<file path="config.mk">
export PLATFORM = sky130hd
export DESIGN_NAME = dcs_sqrt
export DESIGN_NICKNAME = d
export VERILOG_FILES = /design/src/rtl/core/dcs_pkg.sv /design/src/rtl/core/dcs_sqrt.sv
export SDC_FILE = /design/constraint.sdc
export NUM_CORES = 2
export LEC_CHECK = 0
export BUFFER_PORTS_ARGS = -buffer_cell sky130_fd_sc_hd__clkbuf_2
export CORE_AREA = 5 5 503 505
export DETAILED_ROUTE_END_ITERATION = 7
export DIE_AREA = 0 0 508 510
export PLACE_DENSITY = 0.66
export RECOVER_POWER = 50
export SLEW_MARGIN = 20
export SYNTH_ARGS = -nofsm -noshare
export SYNTH_HDL_FRONTEND = slang
export SYNTH_MEMORY_MAX_BITS = 65536
export SYNTH_SLANG_ARGS = --single-unit
export TNS_END_PERCENT = 10
</file>
<file path="constraint.sdc">
create_clock -name clk -period 3.6 [get_ports clk]
set_input_delay 1.08 -clock clk [delete_from_list [all_inputs] [get_ports clk]]
set_output_delay 1.08 -clock clk [all_outputs]
set_load 0.005 [all_outputs]
</file>
<file path="src/rtl/core/dcs_pkg.sv">
// Shared types and constants for the distance constraint solve unit.
// No dependencies; imported by every module of the block.
package dcs_pkg;

	localparam int POS_W   = 24;
	localparam int MASS_W  = 16;
	localparam int STIFF_W = 17;
	localparam int MAG_W   = POS_W + 1;
	localparam int RAD_W   = 64;
	localparam int ROOT_W  = RAD_W / 2;
	localparam int ERR_W   = 34;
	localparam int UNIT_W  = 25;
	localparam int UNUM_W  = 55;
	localparam int SNUM_W  = STIFF_W + MASS_W;
	localparam int SUM_W   = MASS_W + 1;
	localparam int PROD_W  = STIFF_W + UNIT_W;
	localparam int T_W     = PROD_W + 1 - 16;
	localparam int CPROD_W = T_W + ERR_W;
	localparam int CORR_W  = CPROD_W + 1 - 30;
	localparam int SQ_SHIFT   = 14;
	localparam int REST_SHIFT = 7;
	localparam int UNIT_SHIFT = 30;

	localparam logic [STIFF_W-1:0] ONE_Q16 = STIFF_W'(65536);
	localparam logic signed [POS_W-1:0] POS_MAX = {1'b0, {(POS_W-1){1'b1}}};
	localparam logic signed [POS_W-1:0] POS_MIN = {1'b1, {(POS_W-1){1'b0}}};

	typedef struct packed {
		logic signed [POS_W-1:0] p1_x;
		logic signed [POS_W-1:0] p1_y;
		logic signed [POS_W-1:0] p2_x;
		logic signed [POS_W-1:0] p2_y;
		logic [MASS_W-1:0]       p1_mass;
		logic [MASS_W-1:0]       p2_mass;
		logic [POS_W-1:0]        rest_length;
	} req_t;

	typedef struct packed {
		logic signed [POS_W-1:0] new_p1_x;
		logic signed [POS_W-1:0] new_p1_y;
		logic signed [POS_W-1:0] new_p2_x;
		logic signed [POS_W-1:0] new_p2_y;
		logic                    degenerate;
		logic                    saturated;
	} rsp_t;

endpackage

</file>
<file path="src/rtl/core/dcs_sqrt.sv">
// Pipelined integer square root, one result bit per stage, with a sideband.
// Depends on dcs_pkg for the radicand and root widths.
module dcs_sqrt import dcs_pkg::*; #(
	parameter int SIDE_W = 1
) (
	input  logic              clk,
	input  logic              arst_n,
	input  logic              en,
	input  logic              in_vld,
	input  logic [RAD_W-1:0]  in_rad,
	input  logic [SIDE_W-1:0] in_side,
	output logic              out_vld,
	output logic [ROOT_W-1:0] out_root,
	output logic [SIDE_W-1:0] out_side
);

	logic              vld_s  [ROOT_W];
	logic [RAD_W-1:0]  rad_s  [ROOT_W];
	logic [RAD_W-1:0]  root_s [ROOT_W];
	logic [SIDE_W-1:0] side_s [ROOT_W];

	for (genvar k = 0; k < ROOT_W; k++) begin : g_stage
		localparam logic [RAD_W-1:0] BIT = RAD_W'(1) << (RAD_W - 2 - 2 * k);
		logic              v_in;
		logic [RAD_W-1:0]  rad_in;
		logic [RAD_W-1:0]  root_in;
		logic [SIDE_W-1:0] sd_in;
		logic [RAD_W:0]    trial;
		logic              take;

		if (k == 0) begin : g_first
			assign v_in    = in_vld;
			assign rad_in  = in_rad;
			assign root_in = '0;
			assign sd_in   = in_side;
		end else begin : g_next
			assign v_in    = vld_s[k-1];
			assign rad_in  = rad_s[k-1];
			assign root_in = root_s[k-1];
			assign sd_in   = side_s[k-1];
		end

		assign trial = {1'b0, root_in} + {1'b0, BIT};
		assign take  = {1'b0, rad_in} >= trial;

		always_ff @(posedge clk or negedge arst_n) begin
			if (!arst_n) begin
				vld_s[k] <= 1'b0;
			end else if (en) begin
				vld_s[k] <= v_in;
			end
		end

		always_ff @(posedge clk) begin
			if (en) begin
				rad_s[k]  <= take ? rad_in - trial[RAD_W-1:0] : rad_in;
				root_s[k] <= take ? (root_in >> 1) + BIT : root_in >> 1;
				side_s[k] <= sd_in;
			end
		end
	end

	assign out_vld  = vld_s[ROOT_W-1];
	assign out_root = root_s[ROOT_W-1][ROOT_W-1:0];
	assign out_side = side_s[ROOT_W-1];

endmodule

</file>
Yosys cells after proc, flatten, opt, wreduce, memory -nomap -nowiden
Memories as Yosys holds them, arrays and structs flattened.
Index checks and enable logic that the tools add are counted.
{ "op_classes": {"addsub": 94, "magnitude_cmp": 32, "mux": 66} }
{ "op_table": {"columns": ["operator", "count"], "rows": [
  ["$mux W64", 63],
  ["$ge A64 B65 Y1", 31],
  ["$sub A64 B64 Y64", 31],
  ["$add A64 B1 Y65 const B", 1],
  ["$add A64 B11 Y65 const B", 1],
  ["$add A64 B13 Y65 const B", 1],
  ["$add A64 B15 Y65 const B", 1],
  ["$add A64 B17 Y65 const B", 1],
  ["$add A64 B19 Y65 const B", 1],
  ["$add A64 B21 Y65 const B", 1],
  ["$add A64 B23 Y65 const B", 1],
  ["$add A64 B25 Y65 const B", 1],
  ["$add A64 B27 Y65 const B", 1],
  ["$add A64 B29 Y65 const B", 1],
  ["$add A64 B3 Y65 const B", 1],
  ["$add A64 B31 Y65 const B", 1],
  ["$add A64 B33 Y65 const B", 1],
  ["$add A64 B35 Y65 const B", 1],
  ["$add A64 B37 Y65 const B", 1],
  ["$add A64 B39 Y65 const B", 1],
  ["$add A64 B41 Y65 const B", 1],
  ["$add A64 B43 Y65 const B", 1],
  ["$add A64 B45 Y65 const B", 1],
  ["$add A64 B47 Y65 const B", 1],
  ["other kinds (45)", 46]
]} }
{ "totals": {"reg_bits": 32, "mem_bits_rw": 4128, "inputBits": 69, "output_inout_bits": 34, "word_cells": 227, "memories": 3} }
{ "mem_list": {"columns": ["memory", "depth", "width", "rd", "rd_clocked_by_memory_dff", "write_ports", "line", "text"], "rows": [
  ["rad_s", 32, 64, 31, 0, 32, "dcs_sqrt.sv:18", "logic [RAD_W-1:0] rad_s [ROOT_W];"],
  ["root_s", 32, 64, 32, 0, 32, "dcs_sqrt.sv:19", "logic [RAD_W-1:0] root_s [ROOT_W];"],
  ["side_s", 32, 1, 32, 0, 32, "dcs_sqrt.sv:20", "logic [SIDE_W-1:0] side_s [ROOT_W];"]
]} }

Depth between registers and ports, before layout
An unclocked memory read counts as a cell.
{ "logic_depth": {"depth_word": 4, "depth_mapped": 15, "mapped_depth_nobuf": 12} }

Worst setup path before layout
OpenSTA, ideal clock, no wires.
{ "synth_timing": {"kind": "register to register", "start": "memory rad_s[19][52]", "end": "memory rad_s[20][31] (data pin)", "setup_ns": 0.260, "arrival_time_ns": 3.419, "t_required_ns": 3.340, "setup_slack_ns": -0.078, "stages_incl_launch_ff": 10, "n_path_buf": 1, "synth_period_minus_slack_ns": 3.678, "cell_sequence": "edfxtp_1 > or4_4 > or3_4 > or4_1 > or4_4 > or4_1 > and3_4 > nand2_2 > buf_6 > mux2_2"} }
{ "synth_lines": {"columns": ["item", "line"], "rows": [
  ["from (decl)", "dcs_sqrt.sv:18"]
]} }

==> out/metrics.yaml <==
timing:
  final.setup.tns_ns: -7.46
  setup_viol: 111
  finalCritPeriodShare_pct: 103
  fmax_ghz: 0.270
  min_period_ns: 3.71
  hold_violations: 0
  finalMaxSlewViolations: 53
  fin_ws_ns: -0.110
  relSlewSlack_pct: -69.3
  rsz0062_at_grt: "yes"
  tightest_slew_ns: 2.54
  skew_ns: 0.0759
power:
  p_leak_uw: 0.0536
  peakVddDrop_v: 0.000401
  powerDensity_nw_per_um2: 642
  power.total_uw: 90900
detailed_routing:
  vias: 80988
  avgViaCountPerCell: 5.74
  post_drt_wl_per_cell_um: 21.5
  drc: 0
  drtIter0Drc: 7471
  drt-total-wl_mm: 303
  ant_nets: 0
  dr.pass1.iters: 5
floorplan:
  ios: 103
  die_area_um2: 259000
  fp.dieW_um: 508
  initial_core_util_pct: 49.8
  rows: 183
  die_h_um: 510
  core_um2: 248000
hold_path:
  hp-start: "in_rad[42]"
  hp-class: "primary input to flip-flop"
  hold_path_end: "rad_s[0][42]"
  whs_path_depth: 1
finish:
  multi_input_area_um2: 43400
  final_util_pct: 57.2
  final_nets: 11191
  drive_above_1_share_pct: 11.9
  regArea_um2: 77200
  stdcell_count: 14104
  fill_cells: 20208
  syn_to_final_growth_pct: 15.0
critical_path:
  crit_fanout: 132
  cp_data_required_time_ns: 4.15
  critPathSlowestCell: "dlymetal6s4s_1"
  r2r_cells: 9
  path_cells: "dlymetal6s4s_1 > clkbuf_8"
  critPathBufInv: 2
  critPathMaxStageDelay_ns: 1.84
  r2r_end: "rad_s[20][57]"
  critPathLaunchType: "primary input"
  r2r_start: "rad_s[19][50]"
  crit_family: "buffers and inverters"
  r2r_slack_ns: -0.11
  cp.arrival_ns: 4.26
  worst-setup-path-type: "primary input to flip-flop"
  worst_setup_path_end_kind: "flip-flop"
logic_synthesis:
  synthCells: 9825
  syn_nets: 10452
  post-synth-top-area-fraction_pct: 62.0
  synth_area_leaders: "edfxtp_1, ha_1, xnor2_1"
  yosysTopAreaCell: "edfxtp_1"
  ys_ff_latch: 2576
  async_flop_share_pct: 1.24
  ys_seq_area_share_pct: 62.6
  ys_warn_count: 0
  synth_cell_type_count: 86
  synth_edf_count: 2544
  synth_ff_type: "edfxtp_1"
  syn_area_per_cell_um2: 12.5
  synth_area_um2: 123000
clock_network:
  clk_pin_slew_ns: 0.07
  cts_tree: "done"
  htree_levels: 5
  hold_buffers: 0
  cts_buffer_depth: 4
  clkLatencyLatePin_ns: 0.93
  cts_root_buffer: "clkbuf_16"
  cts_sinks: 2576
  cts-buffers-inserted: 294
global_route:
  grt_pass1_vias: 79106
  grt_pass1_wl_mm: 465
  antenna_found_initial: 18
  gr-usage-all-layers_pct: 22.9
  grt_max_degree: 158
  globalRouteOverflowTotal: 0
status:
  status: "finished, violations left"
  failed_checks: "capacitance limit, slew limit, setup timing"
place:
  hpwl_mm: 230
  gp_congestion: 0.922
  placed_cells: 13592
  numPortBuffers: 102
  dpl_worst_slack_ns: -0.181
flow_run:
  drv_cap: 2
placed cells by master, fill, tap and decap left out, types with 54 or more instances in the layout:
master,netlist,routed
a211oi_1,66,55
a21o_1,240,240
a21oi_1,645,640
buf_4,1,451
clkbuf_1,181,116
clkbuf_16,0,299
clkbuf_2,0,63
clkinv_1,1,54
edfxtp_1,2544,2544
ha_1,558,552
inv_1,696,696
mux2_2,104,98
nand2_1,612,612
nand2b_1,98,98
nand3_1,154,152
nand4_1,180,180
nor2_1,663,659
nor2b_1,78,76
nor3_1,275,266
nor4_1,357,328
o21a_1,103,101
o21ai_0,433,419
or3_1,100,98
or4_1,81,77
xnor2_1,456,455
xor2_1,413,413
power breakdown:
group	total (uW)	internal (uW)	switching, uW
clock network	29400	17700	11700
registers	41200	38100	3130
logic	20300	8650	11700
through the flow:
step / hold WS [ns] / cell area (um2)
finish: 0.284 / 142000
CTS: 0.204 / 141000
floorplan: 0.400 / 123000
global placement: 0.401 / 132000
detailed placement: 0.405 / 132000
global route: 0.232 / 142000
area by class of cell:
class,count,share of cell area (%)
flip-flops and latches,2576,54.5
clock buffers,338,5.38
repair buffers,647,3.43
multi-input cells,6348,30.7
inverters,697,1.85
clock inverters,164,1.25
diodes,4,0.00706
well taps,3330,2.94
per-layer routing:
metal  share of wire, %  vias to the layer above  GRT usage (%)
met2                 48                     2252           37.9
met5             0.0089                        -              0
li1                   -                    38398              -
met1                 44                    39901           32.3
met3                5.9                      433           3.47
met4                2.0                        4           4.97
cell usage after synthesis (11+ instances only):
cell type / number
a211oi_1: 66
o2111ai_1: 23
or3_1: 100
inv_1: 696
o31a_1: 15
o21ai_0: 433
or2_2: 44
o211ai_1: 34
a211o_1: 17
nand3b_1: 47
or4_1: 81
nand4b_1: 37
o21bai_1: 49
nor4b_1: 59
nand2b_1: 98
and2_1: 30
edfxtp_1: 2544
ha_1: 558
nand4_1: 180
a21o_1: 240
nand2_1: 612
dfrtp_1: 32
o21a_1: 103
clkbuf_1: 181
a21boi_0: 22
a21oi_1: 645
buf_1: 15
xor2_1: 413
and4_1: 14
nor3b_1: 20
nand3_1: 154
a311oi_1: 11
mux2_2: 104
nor2_1: 663
o31ai_1: 54
nor4_1: 357
xnor2_1: 456
a31oi_1: 48
and3_1: 47
nor2b_1: 78
nor3_1: 275
worst max path at each step:
stage | from | endpoint | slack (ns) | depth (start not counted)
floorplan | rad_s[20][42] | rad_s[21][62] | 0.002 | 12
CTS | rad_s[19][52] | rad_s[20][57] | -0.09 | 9
global placement | rad_s[28][7] | rad_s[29][62] | -0.16 | 11
global route | rad_s[19][50] | rad_s[20][57] | -0.18 | 9
detailed placement | rad_s[28][8] | rad_s[29][62] | -0.18 | 11
finish | en | rad_s[6][22] | -0.11 | 2
timing repair:
| item | 4_1_cts | 5_1_grt |
|---|---|---|
| setup buffers | 0 | 6 |
| gates resized for setup | 18 | 133 |
| pin swaps | 3 | 27 |
| setup endpoints to repair | 75 | 418 |
| cloned | 0 | 0 |
| hold endpoints to repair | 0 | 0 |
cells by family (layout without fill, tap and decap cells):
| family | count (synthesis) | count (layout) | synth area share, % |
|---|---|---|---|
| xor gates and xnor gates | 869 | 869 | 6.18 |
| muxes | 112 | 112 | 1.02 |
| and+or+nand+nor | 2936 | 2936 | 12.4 |
| adders and majority gates | 558 | 558 | 5.66 |
| other | 0 | 4 | 0 |
| AOI/OAI and AO/OA | 1873 | 1873 | 9.38 |
| DFF | 2576 | 2576 | 62.6 |
| buffers and inverters | 901 | 1846 | 2.76 |
registers in the layout (all words and copies together), names as in the netlist:
signal and flops:
g_stage.v_in 31, out_vld 1, rad_s 1984, root_s 528, side_s 32
Power figures use the tool's default switching activity.
