[src/rtl/core/dcs_pkg.sv]
// Shared types and constants for the distance constraint solve unit.
// No dependencies; imported by every module of the block.
package dcs_pkg;

	localparam int POS_W   = 24;
	localparam int MASS_W  = 16;
	localparam int STIFF_W = 17;
	localparam int MAG_W   = POS_W + 1;
	localparam int RAD_W   = 64;
	localparam int ROOT_W  = RAD_W / 2;
	localparam int ERR_W   = 34;
	localparam int UNIT_W  = 25;
	localparam int UNUM_W  = 55;
	localparam int SNUM_W  = STIFF_W + MASS_W;
	localparam int SUM_W   = MASS_W + 1;
	localparam int PROD_W  = STIFF_W + UNIT_W;
	localparam int T_W     = PROD_W + 1 - 16;
	localparam int CPROD_W = T_W + ERR_W;
	localparam int CORR_W  = CPROD_W + 1 - 30;
	localparam int SQ_SHIFT   = 14;
	localparam int REST_SHIFT = 7;
	localparam int UNIT_SHIFT = 30;

	localparam logic [STIFF_W-1:0] ONE_Q16 = STIFF_W'(65536);
	localparam logic signed [POS_W-1:0] POS_MAX = {1'b0, {(POS_W-1){1'b1}}};
	localparam logic signed [POS_W-1:0] POS_MIN = {1'b1, {(POS_W-1){1'b0}}};

	typedef struct packed {
		logic signed [POS_W-1:0] p1_x;
		logic signed [POS_W-1:0] p1_y;
		logic signed [POS_W-1:0] p2_x;
		logic signed [POS_W-1:0] p2_y;
		logic [MASS_W-1:0]       p1_mass;
		logic [MASS_W-1:0]       p2_mass;
		logic [POS_W-1:0]        rest_length;
	} req_t;

	typedef struct packed {
		logic signed [POS_W-1:0] new_p1_x;
		logic signed [POS_W-1:0] new_p1_y;
		logic signed [POS_W-1:0] new_p2_x;
		logic signed [POS_W-1:0] new_p2_y;
		logic                    degenerate;
		logic                    saturated;
	} rsp_t;

endpackage

[src/rtl/core/dcs_div.sv]
// Pipelined restoring divider, one quotient bit per stage, with a sideband.
// Depends on dcs_pkg only through the common import convention.
module dcs_div import dcs_pkg::*; #(
	parameter int NW     = 55,
	parameter int DW     = 32,
	parameter int QW     = 25,
	parameter int SIDE_W = 1
) (
	input  logic              clk,
	input  logic              arst_n,
	input  logic              en,
	input  logic              in_vld,
	input  logic [NW-1:0]     in_num,
	input  logic [DW-1:0]     in_den,
	input  logic [SIDE_W-1:0] in_side,
	output logic              out_vld,
	output logic [QW-1:0]     out_quo,
	output logic [SIDE_W-1:0] out_side
);

	localparam int WW = ((NW > DW + QW) ? NW : DW + QW) + 1;

	logic              vld_s  [QW];
	logic [NW-1:0]     rem_s  [QW];
	logic [DW-1:0]     den_s  [QW];
	logic [QW-1:0]     quo_s  [QW];
	logic [SIDE_W-1:0] side_s [QW];

	for (genvar k = 0; k < QW; k++) begin : g_stage
		localparam int SH = QW - 1 - k;
		logic              v_in;
		logic [NW-1:0]     rem_in;
		logic [DW-1:0]     den_in;
		logic [QW-1:0]     quo_in;
		logic [SIDE_W-1:0] sd_in;
		logic [WW-1:0]     dsh;
		logic              take;

		if (k == 0) begin : g_first
			assign v_in   = in_vld;
			assign rem_in = in_num;
			assign den_in = in_den;
			assign quo_in = '0;
			assign sd_in  = in_side;
		end else begin : g_next
			assign v_in   = vld_s[k-1];
			assign rem_in = rem_s[k-1];
			assign den_in = den_s[k-1];
			assign quo_in = quo_s[k-1];
			assign sd_in  = side_s[k-1];
		end

		assign dsh  = WW'(den_in) << SH;
		assign take = WW'(rem_in) >= dsh;

		always_ff @(posedge clk or negedge arst_n) begin
			if (!arst_n) begin
				vld_s[k] <= 1'b0;
			end else if (en) begin
				vld_s[k] <= v_in;
			end
		end

		always_ff @(posedge clk) begin
			if (en) begin
				rem_s[k]  <= take ? NW'(WW'(rem_in) - dsh) : rem_in;
				den_s[k]  <= den_in;
				quo_s[k]  <= quo_in | (QW'(take) << SH);
				side_s[k] <= sd_in;
			end
		end
	end

	assign out_vld  = vld_s[QW-1];
	assign out_quo  = quo_s[QW-1];
	assign out_side = side_s[QW-1];

endmodule

[config.mk]
export PLATFORM = sky130hd
export DESIGN_NAME = dcs_div
export DESIGN_NICKNAME = d
export VERILOG_FILES = /design/src/rtl/core/dcs_pkg.sv /design/src/rtl/core/dcs_div.sv
export SDC_FILE = /design/constraint.sdc
export NUM_CORES = 2
export LEC_CHECK = 0
export BUFFER_PORTS_ARGS = -buffer_cell sky130_fd_sc_hd__buf_2
export CORE_MARGIN = 3
export CORE_UTILIZATION = 65
export DETAILED_ROUTE_END_ITERATION = 8
export PLACE_DENSITY = 0.85
export RECOVER_POWER = 50
export SLEW_MARGIN = 5
export SYNTH_ARGS = -nofsm -noshare
export SYNTH_HDL_FRONTEND = slang
export SYNTH_SLANG_ARGS = --single-unit
[constraint.sdc]
create_clock -name clk -period 9.53 [get_ports clk]
set_input_delay 0.4765 -clock clk [delete_from_list [all_inputs] [get_ports clk]]
set_output_delay 0.4765 -clock clk [all_outputs]
set_load 0.02 [all_outputs]
# After elaboration in Yosys (flattened, before gate mapping)
# Memories as Yosys holds them, arrays and structs flattened.
# Index checks and enable logic that the tools add are counted.
word_totals:
  regBits: 25
  word_cells: 130
  mem_bits_rw: 2825
  memories: 4
  output_inout_bits: 27
  inputBits: 92
classes:
  muxes: 27
  bitwise_logic: 24
  n_addsub: 25
  order_cmp: 25
memory_table:
  columns: ["name", "depth", "width", "rd", "rd_ports_with_merged_regs", "write_ports", "line_no", "source"]
  rows:
  - ["rem_s", 25, 55, 24, 0, 25, "dcs_div.sv:24", "logic [NW-1:0] rem_s [QW];"]
  - ["den_s", 25, 32, 24, 0, 25, "dcs_div.sv:25", "logic [DW-1:0] den_s [QW];"]
  - ["quo_s", 25, 25, 25, 0, 25, "dcs_div.sv:26", "logic [QW-1:0] quo_s [QW];"]
  - ["side_s", 25, 1, 25, 0, 25, "dcs_div.sv:27", "logic [SIDE_W-1:0] side_s [QW];"]
op_table:
  columns: ["op", "count"]
  rows:
  - ["$mux W55", 25]
  - ["$sub A55 B55 Y55", 2]
  - ["$ge A55 B56 Y1", 1]
  - ["$ge A55 B32 Y1", 1]
  - ["$ge A55 B33 Y1", 1]
  - ["$ge A55 B34 Y1", 1]
  - ["$ge A55 B35 Y1", 1]
  - ["$ge A55 B36 Y1", 1]
  - ["$ge A55 B37 Y1", 1]
  - ["$ge A55 B38 Y1", 1]
  - ["$ge A55 B39 Y1", 1]
  - ["$ge A55 B40 Y1", 1]
  - ["$ge A55 B41 Y1", 1]
  - ["$ge A55 B42 Y1", 1]
  - ["$ge A55 B43 Y1", 1]
  - ["$ge A55 B44 Y1", 1]
  - ["$ge A55 B45 Y1", 1]
  - ["$ge A55 B46 Y1", 1]
  - ["$ge A55 B47 Y1", 1]
  - ["$ge A55 B48 Y1", 1]
  - ["$ge A55 B49 Y1", 1]
  - ["$ge A55 B50 Y1", 1]
  - ["$ge A55 B51 Y1", 1]
  - ["$ge A55 B52 Y1", 1]
  - ["51 further kinds", 52]

# Logic depth before layout (Yosys ltp)
# An unclocked memory read counts as a cell.
logic_depth:
  depth_word: 3
  mapped_depth: 17
  depth_no_buf: 15

# Least setup slack after synthesis
# No wires, ideal clock.
synth_timing:
  path_type: "register to register"
  from: "mem rem_s[0][23]"
  to: "mem rem_s[1][51] (netlist: rem_s[0][106]) (data pin)"
  required_ps: 9261
  path_stages_with_launch: 16
  setup_slack_ps: 5789
  synth_period_minus_slack_ps: 3741
  setup_ps: 269
  arrival_time_ps: 3472
  cell_sequence: "edfxtp_1 > inv_1 > ha_1 > inv_1 > fa_1 > a21o_1 > a2111oi_0 > o21bai_1 > o311ai_1 > and3_1 > o21bai_1 > a21o_1 > a41oi_1 > buf_2 > clkbuf_1 > o21ai_0"
synth_rtl:
  columns: ["element", "line_no"]
  rows:
  - ["from (decl)", "dcs_div.sv:24"]

==> run_results.csv <==
group,metric,value,unit
synth,ys_types,98,
detailed_routing,vias_per_cell,6.40,
setup_path,arrival,7.23,ns
power,max-vdd-ir-drop,251,uV
die,fp.dieW,458,microns
die,fp.dieH,458,microns
placed_design,hpwl,260000,microns
setup_path,crit_buf_inv,3,
sta,finalSetupViolations,0,
sta,clock_skew,0.0690,ns
setup_path,reg2reg_slack,4.35,ns
clock_tree,cts_root_buf,"clkbuf_16",
sta,fin_crit_sh,70.6,%
detailed_routing,wire_per_inst,23.9,microns
setup_path,crit_slowest_cell,"clkbuf_1",
detailed_routing,vias,94400,
detailed_routing,drc,1,
die,ios,119,
layout,drive_gt1_share,6.85,%
synth,avgSynthCellArea,11.4,sq um
global_route,overflow,0,
power,cellLeakagePower,57.0,nW
layout,syn2layout_area_growth,9.63,%
synth,ys_warn_count,0,
clock_tree,ctsResizeCount,0,
setup_path,path_class,"in -> reg",
setup_path,crit_chain,"clkbuf_1 > buf_12 > buf_4",
setup_path,max_stage_delay,4.82,ns
synth,yosys-top-cells-area,"edfxtp_1 (55%), ha_1 (7.5%), a21oi_1 (4.3%)",
sta,finalCriticalPeriod,6.73,ns
global_route,grt_pass1_vias,93900,
sta,fmax,149,MHz
synth,syn_inst,11700,
hold_path,hold_class,"in -> reg",
synth,yosysTopAreaCell,"edfxtp_1",
detailed_routing,wirelength,352000,microns
status,status,"complete, but fails checks",
clock_tree,cts_buffers,277,
synth,synth_top_area_share,55.1,%
detailed_routing,firstDrtPassIters,9,
die,core,203000,sq um
sta,final.setup.tns,0,ns
clock_tree,cts_tree,"yes",
die,dieArea,210000,sq um
clock_tree,cts.htree.levels,5,
setup_path,critPathLaunchType,"primary input",
hold_path,holdPathStages,2,
synth,ys.flop_type,"edfxtp_1",
sta,max_slew_margin,-370,%
layout,nets,12800,
placed_design,dp_slack,4.49,ns
setup_path,worst_ep_required_time,10.03,ns
power,powerDensity,313,nW/um^2
synth,synth_edf_count,2438,
detailed_routing,drt_iter0_drc,10100,
synth,netlist_area,133000,sq um
status,violations,"DRC, capacitance limit, slew limit",
setup_path,crit_fanout,157,
die,rows,165,
sta,drv_slew,122,
sta,grt_setup_unrepaired,"false",
placed_design,gp_congestion,1.00,
setup_path,crit_family,"buffers and inverters",
synth,synth_nets,12600,
clock_tree,clock_path_buffers,4,
clock_tree,cts_num_sinks,2463,
detailed_routing,drt.antenna.violating_nets,0,
synth,ys_seq_area_share,55.5,%
placed_design,port-buffer-count,118,
synth,ys_ff_latch,2463,
clock_tree,clock_latency,0.94,ns
global_route,grt_first_pass_wirelength,541000,microns
hold_path,holdPathEnd,"den_s[0][26]$_DFFE_PP_",
setup_path,r2r_cells,12,
setup_path,end_kind,"register",
sta,final_hold_viol_count,0,
setup_path,reg2reg_to,"rem_s[2][369]$_DFFE_PP_",
clock_tree,clk_pin_slew,0.05,ns
hold_path,hold_start,"in_den[26]",
setup_path,r2r_start,"rem_s[2][285]$_DFFE_PP_",
global_route,antenna_found_initial,13,
synth,synthArstFlopShare,1.02,%
global_route,grt_max_degree,193,
sta,fin_ws,2.80,ns
die,initial_core_util,65.6,%
global_route,grt_use_total,33.1,%
clock_tree,cts_setup_buffers,0,
sta,worst_slew_pin_slew,7.05,ns
job,max-cap-violations,1,
==> logic make-up (layout without fill, tap and decap cells) <==
family          after synthesis  after routing  synth area share (%)
compound gates             2915           2915                  13.5
xor+xnor                    905            905                  5.96
fa+ha+maj                   823            823                  7.88
buf+inv                    1340           1740                  3.83
flops                      2463           2463                  55.5
mux                         261            261                  2.20
other cells                   0              4                     0
simple gates               2977           2977                  11.0
==> layer usage <==
layer | up-vias | share of wire [%] | global-route usage [%]
met5 | - | 0.015 | 0
met4 | 8 | 6.7 | 19.3
met3 | 1132 | 6.5 | 4.88
met2 | 4357 | 50 | 57.5
met1 | 45400 | 37 | 39.4
li1 | 43500 | - | -
==> worst reg2reg max path, stage by stage, from the launching register on <==
cell       delay [ns]
edfxtp_1         0.42
ha_1             0.39
nand2_1          0.15
o21a_1           0.21
nor3_1           0.38
nor4_1           0.18
o41ai_1          1.06
a21oi_1          0.38
nand2_2          0.13
buf_4            0.54
inv_2            0.39
a2111oi_0        0.57
xor2_1           0.12
==> worst max path at each step <==
| stage | startpoint | to | slack, ns | depth (start not counted) |
|---|---|---|---|---|
| after floorplan | rem_s[0][23]$_DFFE_PP_ | rem_s[0][106]$_DFFE_PP_ | 5.79 | 15 |
| after global placement | rem_s[2][285]$_DFFE_PP_ | rem_s[2][369]$_DFFE_PP_ | 4.49 | 12 |
| after detailed placement | rem_s[2][285]$_DFFE_PP_ | rem_s[2][374]$_DFFE_PP_ | 4.49 | 12 |
| after CTS | rem_s[2][285]$_DFFE_PP_ | rem_s[2][374]$_DFFE_PP_ | 4.46 | 12 |
| after global routing | en | den_s[2][159]$_DFFE_PP_ | 2.32 | 3 |
| final | en | rem_s[2][239]$_DFFE_PP_ | 2.80 | 3 |
==> registers in the layout, summed over array words and instances (netlist names) <==
name          flops
out_vld           1
rem_s          1320
quo_s           325
den_s           768
side_s           25
g_stage.v_in     24
==> final cells by class <==
cell class | instances | area (sq um)
flip-flops and latches | 2463 | 73800
fillers | 13600 | 57000
multi-input cells | 7881 | 54200
clock buffers | 328 | 7340
inverters | 1006 | 3780
well taps | 2672 | 3340
repair buffers | 267 | 1960
clock inverters | 139 | 1280
diodes | 4 | 10.0
==> cell usage after synthesis (24+ instances only) <==
cell type,count
o21ai_0,517
or4_1,40
nor3_1,212
inv_1,1004
or3_1,64
fa_1,24
o2111ai_1,25
and2_1,43
a211oi_1,97
nand4_1,169
o21bai_1,114
ha_1,799
mux2_2,247
nor4b_1,28
nand2_1,686
nand4b_1,24
nor2b_1,112
or2_2,39
o21a_1,114
o31ai_1,51
xor2_1,357
a21oi_1,1146
and3_1,85
a31oi_1,94
xnor2_1,548
dfrtp_1,25
o211ai_1,60
clkbuf_1,293
nor4_1,137
a21boi_0,35
a21o_1,381
nor2_1,880
nand2b_1,127
nand3_1,203
o31a_1,35
nand3b_1,27
edfxtp_1,2438
nor3b_1,24
==> stage by stage <==
step	cell area, sq um	std cells	util (%)	hold slack [ns]	total power (W)
CTS	146000	14800	71.9	0.0599	0.0454
global route	146000	14800	71.9	0.315	0.0481
global placement	136000	14200	67.2	0.400	0.0344
finish	146000	14800	71.9	0.329	0.0457
detailed placement	136000	14200	67.2	0.405	0.0349
floorplan	133000	11700	-	0.181	0.0297
==> placed cells by master (no fill, tap or decap), types with 27 or more instances in the layout <==
| cell type | instances |
|---|---|
| a21oi_1 | 1146 |
| xor2_1 | 357 |
| clkbuf_1 | 119 |
| buf_2 | 40 |
| edfxtp_1 | 2438 |
| nand2b_1 | 126 |
| clkinv_2 | 33 |
| o21ai_0 | 516 |
| clkinv_1 | 57 |
| inv_1 | 1003 |
| and2_1 | 43 |
| a211oi_1 | 97 |
| dlygate4sd3_1 | 90 |
| o31a_1 | 35 |
| mux2_2 | 244 |
| and3_1 | 85 |
| xnor2_1 | 548 |
| or4_1 | 39 |
| a21o_1 | 379 |
| a31oi_1 | 93 |
| a21boi_0 | 35 |
| nor4b_1 | 27 |
| nor4_1 | 132 |
| o21a_1 | 114 |
| nor3_1 | 212 |
| buf_4 | 48 |
| nand3b_1 | 27 |
| ha_1 | 799 |
| o31ai_1 | 50 |
| nor2b_1 | 112 |
| or3_1 | 64 |
| or2_2 | 39 |
| nand4_1 | 169 |
| o21bai_1 | 113 |
| nor2_1 | 879 |
| o211ai_1 | 60 |
| clkbuf_16 | 287 |
| nand2_1 | 685 |
| nand3_1 | 203 |
==> what timing repair did <==
action | CTS | global route
endpoints found under the setup margin | 0 | 0
hold endpoints to repair | 114 | 0
hold buffers | 90 | 0
==> power by group <==
part	internal [W]	total (W)	switching, W
Clock	0.00607	0.0103	0.00426
Sequential	0.0153	0.0171	0.00179
Combinational	0.00755	0.0182	0.0107
Total	0.0289	0.0457	0.0167
(Power assumes the default switching activity.)
